<file path="config.mk">
export PLATFORM = sky130hd
export DESIGN_NAME = ber_tlv_header_parser_core
export DESIGN_NICKNAME = d
export VERILOG_FILES = /design/src/hw/rtl/btlv_pkg.sv /design/src/hw/rtl/ber_tlv_header_parser_core.sv /design/src/hw/rtl/btlv_in_stage.sv /design/src/hw/rtl/btlv_step.sv /design/src/hw/rtl/btlv_out_stage.sv
export SDC_FILE = /design/constraint.sdc
export NUM_CORES = 1
export LEC_CHECK = 0
export ABC_AREA = 1
export ABC_CLOCK_PERIOD_IN_PS = 4140
export BUFFER_PORTS_ARGS = -buffer_cell sky130_fd_sc_hd__buf_4
export CORE_UTILIZATION = 31
export CTS_CLUSTER_DIAMETER = 80
export DETAILED_ROUTE_END_ITERATION = 12
export HOLD_SLACK_MARGIN = 0.15
export PLACE_DENSITY = 0.49
export SKIP_LAST_GASP = 1
export SLEW_MARGIN = 20
export SYNTH_ARGS = -nofsm -noshare
export SYNTH_HDL_FRONTEND = slang
export SYNTH_SLANG_ARGS = --single-unit
export TNS_END_PERCENT = 1
</file>
<file path="constraint.sdc">
create_clock -name clock -period 4.14 [get_ports clock]
set_clock_uncertainty 0.2 [all_clocks]
set_input_delay 0.828 -clock clock [delete_from_list [all_inputs] [get_ports clock]]
set_output_delay 0.828 -clock clock [all_outputs]
set_load 0.02 [all_outputs]
</file>
<file path="src/hw/rtl/btlv_pkg.sv">
// btlv_pkg: shared types and constants for the BER TLV header parser
`default_nettype none

package btlv_pkg;

   // long-form length may carry at most this many bytes
   localparam int MAX_LEN_BYTES = 8;

   localparam int DATA_W   = 8;
   localparam int LEFT_W   = 16;
   localparam int LENGTH_W = 16;
   localparam int PEND_W   = 4;

   // tag byte whose low five bits are all ones means high tag number form
   localparam logic [4:0] HIGH_TAG_MARK = 5'h1f;

   typedef enum logic [2:0] {
      PH_TAG       = 3'd0,
      PH_LEN_FIRST = 3'd1,
      PH_LEN_LONG  = 3'd2,
      PH_VALUE     = 3'd3,
      PH_ERROR     = 3'd4
   } phase_type;

   typedef enum logic [2:0] {
      KIND_TAG     = 3'd0,
      KIND_LEN     = 3'd1,
      KIND_VALUE   = 3'd2,
      KIND_ERROR   = 3'd3,
      KIND_IGNORED = 3'd4
   } kind_type;

   typedef enum logic [2:0] {
      ERR_NONE     = 3'd0,
      ERR_TRUNC    = 3'd1,
      ERR_HIGH_TAG = 3'd2,
      ERR_INDEF    = 3'd3,
      ERR_WIDE     = 3'd4,
      ERR_OVER     = 3'd5
   } err_type;

   // one input word
   typedef struct packed {
      logic [DATA_W-1:0] data_byte;
      logic              buffer_start;
      logic [LEFT_W-1:0] bytes_left;
   } item_type;

   // one result word
   typedef struct packed {
      kind_type            byte_kind;
      logic [DATA_W-1:0]   byte_out;
      logic [DATA_W-1:0]   header_tag;
      logic [LENGTH_W-1:0] header_length;
      logic                header_done;
      logic                value_last;
      err_type             error_code;
   } result_type;

endpackage

`default_nettype wire

</file>
<file path="src/hw/rtl/ber_tlv_header_parser_core.sv">
// ber_tlv_header_parser_core: top level of the BER TLV header parser
//
//   channel   dir   handshake             payload
//   req       in    req_tvalid/tready     tdata[23:0], tuser[0]
//   rsp       out   rsp_tvalid/tready     tdata[39:0], tuser[3:0], tlast
//
// one byte word accepted per cycle while rsp is not stalled, one result word per byte
// rsp_tvalid follows req acceptance through the input register, then the result register
// the header state update is one pass of logic between the two registers
// synchronous active-high reset empties both registers and returns to the tag phase
// a stalled rsp still lets one more req word into the input register
`default_nettype none

module ber_tlv_header_parser_core #(
   parameter int MAX_LENGTH_BYTES = btlv_pkg::MAX_LEN_BYTES
) (
   input  wire logic        clock,
   input  wire logic        reset,
   input  wire logic        req_tvalid,
   output logic             req_tready,
   input  wire logic [23:0] req_tdata,   // data_byte[7:0], bytes_left[23:8]
   input  wire logic [0:0]  req_tuser,   // buffer_start[0]
   output logic             rsp_tvalid,
   input  wire logic        rsp_tready,
   output logic [39:0]      rsp_tdata,   // byte_out[7:0], header_tag[15:8],
                                         // header_length[31:16], error_code[34:32]
   output logic [3:0]       rsp_tuser,   // byte_kind[2:0], header_done[3]
   output logic             rsp_tlast    // value_last
);
   import btlv_pkg::*;

   item_type   in_item;
   item_type   item;
   logic       item_valid;
   logic       item_take;
   logic       res_ready;
   result_type result;
   result_type out_word;

   // unpack the input word
   assign in_item.data_byte    = req_tdata[7:0];
   assign in_item.bytes_left   = req_tdata[23:8];
   assign in_item.buffer_start = req_tuser[0];

   assign item_take = item_valid && res_ready;

   btlv_in_stage u_in (
      .clock      (clock),
      .reset      (reset),
      .in_valid   (req_tvalid),
      .in_ready   (req_tready),
      .in_item    (in_item),
      .item_valid (item_valid),
      .item_take  (item_take),
      .item       (item)
   );

   btlv_step #(
      .MAX_LENGTH_BYTES (MAX_LENGTH_BYTES)
   ) u_step (
      .clock   (clock),
      .reset   (reset),
      .advance (item_take),
      .item    (item),
      .result  (result)
   );

   btlv_out_stage u_out (
      .clock     (clock),
      .reset     (reset),
      .res_valid (item_valid),
      .res_ready (res_ready),
      .res_word  (result),
      .out_valid (rsp_tvalid),
      .out_ready (rsp_tready),
      .out_word  (out_word)
   );

   // pack the result word
   assign rsp_tdata = {5'd0, out_word.error_code, out_word.header_length,
                       out_word.header_tag, out_word.byte_out};
   assign rsp_tuser = {out_word.header_done, out_word.byte_kind};
   assign rsp_tlast = out_word.value_last;

endmodule

`default_nettype wire

</file>
<file path="src/hw/rtl/btlv_in_stage.sv">
// btlv_in_stage: input register holding one accepted word
`default_nettype none

module btlv_in_stage (
   input  wire logic              clock,
   input  wire logic              reset,
   input  wire logic              in_valid,
   output logic                   in_ready,
   input  wire btlv_pkg::item_type in_item,
   output logic                   item_valid,
   input  wire logic              item_take,
   output btlv_pkg::item_type     item
);
   import btlv_pkg::*;

   logic     valid_ff;
   logic     valid_in;
   item_type item_ff;

   // accept when empty or when the held word leaves this cycle
   assign in_ready   = !valid_ff || item_take;
   assign valid_in   = (in_valid && in_ready) || (valid_ff && !item_take);
   assign item_valid = valid_ff;
   assign item       = item_ff;

   // valid flag
   always_ff @(posedge clock) begin
      if (reset) begin
         valid_ff <= 1'b0;
      end else begin
         valid_ff <= valid_in;
      end
   end

   // payload
   always_ff @(posedge clock) begin
      if (in_valid && in_ready) begin
         item_ff <= in_item;
      end
   end

endmodule

`default_nettype wire

</file>
<file path="src/hw/rtl/btlv_step.sv">
// btlv_step: parser state and per-byte decode logic
`default_nettype none

module btlv_step #(
   parameter int MAX_LENGTH_BYTES = btlv_pkg::MAX_LEN_BYTES
) (
   input  wire logic               clock,
   input  wire logic               reset,
   input  wire logic               advance,
   input  wire btlv_pkg::item_type item,
   output btlv_pkg::result_type    result
);
   import btlv_pkg::*;

   phase_type             phase_ff, phase_in;
   logic [DATA_W-1:0]     tag_ff, tag_in;
   logic [PEND_W-1:0]     pend_ff, pend_in;
   logic [LENGTH_W-1:0]   acc_ff, acc_in;
   logic                  ovf_ff, ovf_in;
   logic [LENGTH_W-1:0]   rem_ff, rem_in;

   phase_type             ph;
   logic [DATA_W-1:0]     data_byte;
   logic [LEFT_W-1:0]     left;
   logic                  tag_trunc;
   logic                  tag_high;
   logic                  len_short;
   logic [6:0]            len_count;
   logic                  len_indef;
   logic                  len_wide;
   logic                  len_trunc;
   logic [LENGTH_W-1:0]   acc_shift;
   logic                  ovf_shift;
   logic                  long_final;
   logic [LENGTH_W-1:0]   fin_len;
   logic                  fin_ovf;
   logic                  fin_over;
   logic                  value_end;

   // a buffer start forces the tag phase
   assign ph        = item.buffer_start ? PH_TAG : phase_ff;
   assign data_byte = item.data_byte;
   assign left      = item.bytes_left;

   // tag checks
   assign tag_trunc = (left == '0);
   assign tag_high  = (data_byte[4:0] == HIGH_TAG_MARK);

   // first length byte checks
   assign len_short = !data_byte[7];
   assign len_count = data_byte[6:0];
   assign len_indef = (len_count == '0);
   assign len_wide  = (len_count > 7'(MAX_LENGTH_BYTES));
   assign len_trunc = ({9'd0, len_count} > left);

   // long-form accumulation, upper bits folded into an overflow flag
   assign acc_shift  = {acc_ff[LENGTH_W-DATA_W-1:0], data_byte};
   assign ovf_shift  = ovf_ff || (acc_ff[LENGTH_W-1:LENGTH_W-DATA_W] != '0);
   assign long_final = (pend_ff <= PEND_W'(1));

   // length that completes the header and its check against the buffer
   assign fin_len  = (ph == PH_LEN_FIRST) ? {8'd0, data_byte} : acc_shift;
   assign fin_ovf  = (ph == PH_LEN_FIRST) ? 1'b0 : ovf_shift;
   assign fin_over = fin_ovf || (fin_len > left);

   assign value_end = (rem_ff <= LENGTH_W'(1));

   // next state
   always_comb begin
      phase_in = ph;
      tag_in   = tag_ff;
      pend_in  = pend_ff;
      acc_in   = acc_ff;
      ovf_in   = ovf_ff;
      rem_in   = rem_ff;
      case (ph)
         PH_TAG: begin
            tag_in = data_byte;
            if (tag_trunc || tag_high) begin
               phase_in = PH_ERROR;
            end else begin
               phase_in = PH_LEN_FIRST;
            end
         end
         PH_LEN_FIRST: begin
            if (len_short) begin
               if (fin_over) begin
                  phase_in = PH_ERROR;
               end else if (fin_len == '0) begin
                  phase_in = PH_TAG;
               end else begin
                  phase_in = PH_VALUE;
                  rem_in   = fin_len;
               end
            end else if (len_indef || len_wide || len_trunc) begin
               phase_in = PH_ERROR;
            end else begin
               pend_in  = len_count[PEND_W-1:0];
               acc_in   = '0;
               ovf_in   = 1'b0;
               phase_in = PH_LEN_LONG;
            end
         end
         PH_LEN_LONG: begin
            acc_in = acc_shift;
            ovf_in = ovf_shift;
            if (pend_ff != '0) begin
               pend_in = pend_ff - PEND_W'(1);
            end
            if (long_final) begin
               if (fin_over) begin
                  phase_in = PH_ERROR;
               end else if (fin_len == '0) begin
                  phase_in = PH_TAG;
               end else begin
                  phase_in = PH_VALUE;
                  rem_in   = fin_len;
               end
            end
         end
         PH_VALUE: begin
            if (rem_ff != '0) begin
               rem_in = rem_ff - LENGTH_W'(1);
            end
            if (value_end) begin
               phase_in = PH_TAG;
            end
         end
         default: begin
            phase_in = PH_ERROR;
         end
      endcase
   end

   // result for this byte
   always_comb begin
      result               = '0;
      result.byte_kind     = KIND_LEN;
      result.byte_out      = data_byte;
      result.header_tag    = tag_ff;
      result.error_code    = ERR_NONE;
      case (ph)
         PH_TAG: begin
            result.header_tag = data_byte;
            if (tag_trunc) begin
               result.byte_kind  = KIND_ERROR;
               result.error_code = ERR_TRUNC;
            end else if (tag_high) begin
               result.byte_kind  = KIND_ERROR;
               result.error_code = ERR_HIGH_TAG;
            end else begin
               result.byte_kind  = KIND_TAG;
            end
         end
         PH_LEN_FIRST, PH_LEN_LONG: begin
            if ((ph == PH_LEN_FIRST) && !len_short) begin
               if (len_indef) begin
                  result.byte_kind  = KIND_ERROR;
                  result.error_code = ERR_INDEF;
               end else if (len_wide) begin
                  result.byte_kind  = KIND_ERROR;
                  result.error_code = ERR_WIDE;
               end else if (len_trunc) begin
                  result.byte_kind  = KIND_ERROR;
                  result.error_code = ERR_TRUNC;
               end
            end else if ((ph == PH_LEN_FIRST) || long_final) begin
               if (fin_over) begin
                  result.byte_kind  = KIND_ERROR;
                  result.error_code = ERR_OVER;
               end else begin
                  result.header_length = fin_len;
                  result.header_done   = 1'b1;
                  result.value_last    = (fin_len == '0);
               end
            end
         end
         PH_VALUE: begin
            result.byte_kind  = KIND_VALUE;
            result.value_last = value_end;
         end
         default: begin
            result.byte_kind = KIND_IGNORED;
         end
      endcase
   end

   // control state
   always_ff @(posedge clock) begin
      if (reset) begin
         phase_ff <= PH_TAG;
      end else if (advance) begin
         phase_ff <= phase_in;
      end
   end

   // header working registers
   always_ff @(posedge clock) begin
      if (advance) begin
         tag_ff  <= tag_in;
         pend_ff <= pend_in;
         acc_ff  <= acc_in;
         ovf_ff  <= ovf_in;
         rem_ff  <= rem_in;
      end
   end

endmodule

`default_nettype wire

</file>
<file path="src/hw/rtl/btlv_out_stage.sv">
// btlv_out_stage: result register towards the output channel
`default_nettype none

module btlv_out_stage (
   input  wire logic                 clock,
   input  wire logic                 reset,
   input  wire logic                 res_valid,
   output logic                      res_ready,
   input  wire btlv_pkg::result_type res_word,
   output logic                      out_valid,
   input  wire logic                 out_ready,
   output btlv_pkg::result_type      out_word
);
   import btlv_pkg::*;

   logic       valid_ff;
   logic       valid_in;
   result_type word_ff;

   // take a new word when empty or when the held one is taken
   assign res_ready = !valid_ff || out_ready;
   assign valid_in  = (res_valid && res_ready) || (valid_ff && !out_ready);
   assign out_valid = valid_ff;
   assign out_word  = word_ff;

   // valid flag
   always_ff @(posedge clock) begin
      if (reset) begin
         valid_ff <= 1'b0;
      end else begin
         valid_ff <= valid_in;
      end
   end

   // payload
   always_ff @(posedge clock) begin
      if (res_valid && res_ready) begin
         word_ff <= res_word;
      end
   end

endmodule

`default_nettype wire

</file>
After elaboration in Yosys (flattened, before gate mapping):

Index checks and enable logic that the tools add are counted.

* bitwise gates (word level): 2
* add/sub/neg operators: 2
* reductions and logical operators: 35
* $lt $le $gt $ge: 5
* muxes and demuxes: 48
* equal/unequal tests: 10

Operators by type and width (number)
* $mux W16: 8
* $mux W3: 16
* $pmux W16 S3: 1
* $logic_not A16 Y1: 2
* $pmux W16 S2: 1
* $gt A16 B16 Y1: 1
* $gt A7 B16 Y1: 1
* $le A16 B1 Y1 const B: 1
* $mux W4: 4
* $reduce_bool A16 Y1: 1
* $sub A16 B1 Y16 const B: 1
* $mux W2: 7
* $pmux W3 S4: 1
* $logic_or A1 B1 Y1: 10
* $reduce_and A5 Y1: 2
* $pmux W3 S3: 1
* $pmux W4 S2: 1
* $reduce_bool A8 Y1: 1
* $gt A7 B4 Y1 const B: 1
* $logic_not A7 Y1: 1
* $eq A3 B2 Y1 const B: 2
* $ne A2 B1 Y1 const B: 3
* $ne A2 B2 Y1 const B: 3
* $pmux W3 S2: 1
* other kinds (18): 31

* register bits after elaboration: 107
* output and inout port bits: 47
* logic and storage cells: 119
* bits of input ports: 29

Depth between registers and ports, before layout:

* word-level depth: 9
* mapped depth: 22
* mapped depth without buffers: 20

By module:

From an unflattened synthesis, not the netlist that was laid out.

* cell total of the unflattened synthesis: 531
* area, all modules: 5506.5 um^2

By module, submodules not included
* btlv_step: area an instance 3410.8 um^2, cells each 446, seq. area each 1411.4 um^2, instances 1
* btlv_out_stage: area an instance 1248.7 um^2, cells each 46, seq. area each 1221.2 um^2, instances 1
* btlv_in_stage: area an instance 798.3 um^2, cells each 31, seq. area each 770.7 um^2, instances 1
* ber_tlv_header_parser_core: area an instance 48.8 um^2, cells each 8, seq. area each 0.0 um^2, instances 1

Worst setup path after synthesis:

Ideal clock, no wire load.

* path type: reg2reg
* start point: register u_in.item_ff, in the netlist u_in.item[16]
* end point: register u_step.rem_ff[0] (enable)
* buffers on the path: 2
* arrival time: 3.462 ns
* setup slack: 0.063 ns
* stages on the path, launching flop included: 16
* period minus slack after synthesis: 4.077 ns
* data required time: 3.526 ns
* library setup time: 0.414 ns
* path through: edfxtp_1 inv_2 nand2_4 nor2_8 nand2_4 buf_6 inv_2 clkbuf_1 nor2_1 ha_1 nand2_1 nor3_1 nand3b_1 nand2_1 nand3_2 a211oi_1

* word-level cells in the longest chain between the ends: 4
* elaborated cells on any way between the ends: 9
* classes of those cells: eq/ne (6); mux (1); reduce/logical (2)

RTL lines
* start, declared: RTL line btlv_in_stage.sv:18 `item_type item_ff;`
* start signal, assigned: RTL line btlv_in_stage.sv:38 `item_ff <= in_item;`
* $mux W3 (*): RTL line btlv_step.sv:41 `assign ph = item.buffer_start ? PH_TAG : phase_ff;`
* $eq A3 B2 Y1 / $eq A3 B1 Y1 (equally long branches): RTL line btlv_step.sv:76, btlv_step.sv:62, btlv_step.sv:63
* $ne A2 B1 Y1 (no source line) (tied with other cells)
* $reduce_and A5 Y1 (no source line) (*)
* end signal, assigned: RTL line btlv_step.sv:204 `rem_ff <= rem_in;`
* end, declared: RTL line btlv_step.sv:20 `logic [LENGTH_W-1:0] rem_ff, rem_in;`

Every way passes the cells marked *; elsewhere a longest branch is shown, timed or not.
A chain may end at the register's enable or synchronous reset.

Final worst setup path:

* start point: register u_in.item_ff, in the netlist u_in.item[16]
* end point: register u_step.rem_ff[5] (enable)

Same word-level chain as after synthesis.

==> impl_metrics.yaml <==
floorplan:
  core_um2: 16520
  die_h_um: 131.9
  die_area_um2: 17390
  ios: 76
  num_rows: 47
  initial_core_util_pct: 31.63
  die_w_um: 131.9
worst_setup_path:
  r2r_slack_ns: 0.90
  critPathCapture: "u_step.rem_ff[5]"
  r2r_start: "u_in.item[16]"
  crit_required_ns: 3.98
  reg2regPathDepth: 14
  start_kind: "register"
  startpoint: "u_in.item[16]"
  critPathKind: "reg -> reg"
  reg2reg_to: "u_step.rem_ff[5]"
  cp.arrival_ns: 3.08
  cp_max_fo: 16
  crit_path_end_kind: "register"
route:
  ant_nets: 0
  detailedRoute.firstPassIterationCount: 4
  wl_per_cell_um: 14.72
  vias: 3674
  drt-total-wl_um: 11970
  drtIter0Drc: 153
  remaining_drc_errors: 0
  avgViaCountPerCell: 4.519
sta:
  worst_pin_slew_ns: 0.9450
  drv_slew: 0
  hold_viol_final: 0
  fin_crit_sh_pct: 78.32
  fmax_mhz: 308.4
  setup_tns_ns: 0
  rsz0062_at_grt: "false"
  whs_ns: 0.2740
  setup_viol: 0
  min_period_ns: 3.243
  slew_headroom_pct: 36.93
power:
  peakVddDrop_v: 0.0002958
  p_sw_share_pct: 23.72
  comb_power_share_pct: 8.1
  leakagePower_nw: 2.607
  p_int_mw: 1.699
  power_density_nw_per_um2: 356.0
  pwr-share-seq_pct: 55.9
  p_clk_share_pct: 36.0
  p_switching_uw: 528.3
layout:
  drive_gt1_share_pct: 19.06
  final_util_pct: 37.85
  n_fill_cell: 1645
  fin_cells: 813
  multi_input_area_um2: 1679
  seqCellArea_um2: 3163
  nNetsFinal: 637
  antenna_cells: 0
  post-route-cell-area_um2: 6255
  areaGrowthSynthToFinish_pct: 19.65
place:
  placed_area_um2: 5984
  gp_congestion: 0.8412
  dpl.cell_count: 797
  io_buffers: 70
  hpwl_um: 9001
cts:
  cts_buffers: 9
  postCtsSetupBuffers: 0
  cts-root-buf: "clkbuf_16"
  cts-hold-fix-buffers: 0
  cts_buffer_depth: 2
  htree_levels: 3
  cts_tree: "yes"
  clock_sinks: 107
  post_cts_resized: 0
  clk-insertion-delay-late_ns: 0.35
  clkTransAtPathRegs_ns: 0.08
yosys:
  netlist.area_leader.share_pct: 58.59
  ys_warn_count: 0
  synth_area_leaders: "edfxtp_1, nand2_1, inv_1"
  synth_seq_area_share_pct: 60.51
  syn_inst: 513
  ys.flop_type: "edfxtp_1"
  syn-cell-area_um2: 5228
  async_flop_share_pct: 0
  ys_seq_elements: 107
  synth_largest_area_cell: "edfxtp_1"
  synth_edf_count: 102
  synth.most_common_cell: "edfxtp_1"
  synth_common_cells: "edfxtp_1, nand2_1, inv_1, nor2_1, o21ai_0"
  synthDistinctLibCells: 41
  avgSynthCellArea_um2: 10.19
status:
  status: "finished, final reports clean"
global_route:
  grt_max_degree: 31
  antenna_found_initial: 0
  grt_usage_pct: 14.56
  gr-total-overflow: 0
  grt_pass1_wl_um: 19420
  first_global_vias: 3680
run:
  cap_violations: 0
worst_hold_path:
  hp-class: "reg -> reg"
-- metrics by stage --
step | power, mW | setup slack [ns]
after floorplan | 1.372 | 0.06348
after global placement | 1.449 | 1.015
after detailed placement | 1.452 | 0.9151
after CTS | 2.255 | 0.8826
after global routing | 2.305 | 0.6203
final | 2.227 | 0.8974
-- power groups by stage --
stage / registers, mW / clock network, mW / logic [mW]
after floorplan: 1.28 / 0 / 0.0894
after global placement: 1.27 / 0 / 0.179
after detailed placement: 1.27 / 0 / 0.181
after CTS: 1.25 / 0.826 / 0.182
after global routing: 1.25 / 0.855 / 0.200
final: 1.25 / 0.801 / 0.180
-- worst min path at each step --
stage                                     to  cells after the start               start
after floorplan              u_out.out_valid                      2     u_in.item_valid
after global placement       u_out.out_valid                      2     u_in.item_valid
after detailed placement     u_out.out_valid                      2     u_in.item_valid
after CTS                    u_out.out_valid                      2     u_in.item_valid
after global routing      u_step.phase_ff[1]                      2  u_step.phase_ff[1]
final                        u_out.out_valid                      2     u_in.item_valid
-- sequential cells by signal (all words and copies together), names as in the netlist --
signal / flops
u_in.item: 25
u_in.item_valid: 1
u_out.out_valid: 1
u_out.out_word: 32
u_step.acc_ff: 16
u_step.ovf_ff: 1
u_step.pend_ff: 4
u_step.phase_ff: 3
u_step.rem_ff: 16
u_step.tag_ff: 8
-- worst max-delay path: stages (launching register included) --
cell      delay (ns)
edfxtp_1        0.43
inv_2           0.09
nand2_4         0.07
nor2_8          0.13
nand2_4         0.13
inv_2           0.21
nor2_1          0.08
ha_1            0.32
nand4_1         0.11
nor3_1          0.21
nand3b_1        0.19
nand2_1         0.18
nand3_2         0.10
a211oi_2        0.18
buf_4           0.28
-- cell type report --
class                   count  share of cell area (%)
flip-flops and latches    107                   50.57
multi-input cells         313                   26.85
well taps                 220                   4.401
inverters                  83                   4.981
clock inverters             6                  0.6601
clock buffers              10                   3.661
repair buffers             74                   8.882
-- cells in the final DEF (no fill, tap or decap), types with 2 or more instances in the layout --
cell type  count
o22ai_1        4
o211ai_1       2
a31oi_1        2
edfxtp_1     102
nand3_1       16
inv_1         79
nor2_2         9
xnor2_1        5
nand2_1       87
nand2_4        4
a21oi_1       13
nor2_1        73
ha_1          20
nand4_1        7
dfxtp_1        5
nor4_1         3
o21ai_0       30
inv_2          4
conb_1         5
buf_4         74
o21ai_1        4
clkbuf_16      9
nor3_1        13
clkinv_2       2
o31ai_1        2
-- cell families after synthesis --
family,Yosys count,synth area share (%)
AND/OR/NAND/NOR,218,18.79
adder cells (fa/ha/maj),20,4.787
other,1,0.07174
flip-flops,107,60.51
AO/OA/AOI/OAI,64,7.085
XOR/XNOR,6,1.005
buffers and inverters,97,7.755
-- metal layers --
metal / wire length, µm / part of all wire, % / vias up / global-route usage, %
li1: - / - / 1851 / -
met1: 5620 / 47 / 1710 / 19.56
met2: 5427 / 45 / 103 / 23.10
met3: 735 / 6.1 / 10 / 3.537
met4: 182 / 1.5 / 0 / 4.651
met5: 0 / 0 / - / 0
No activity file was read; power rests on OpenSTA's default activity.
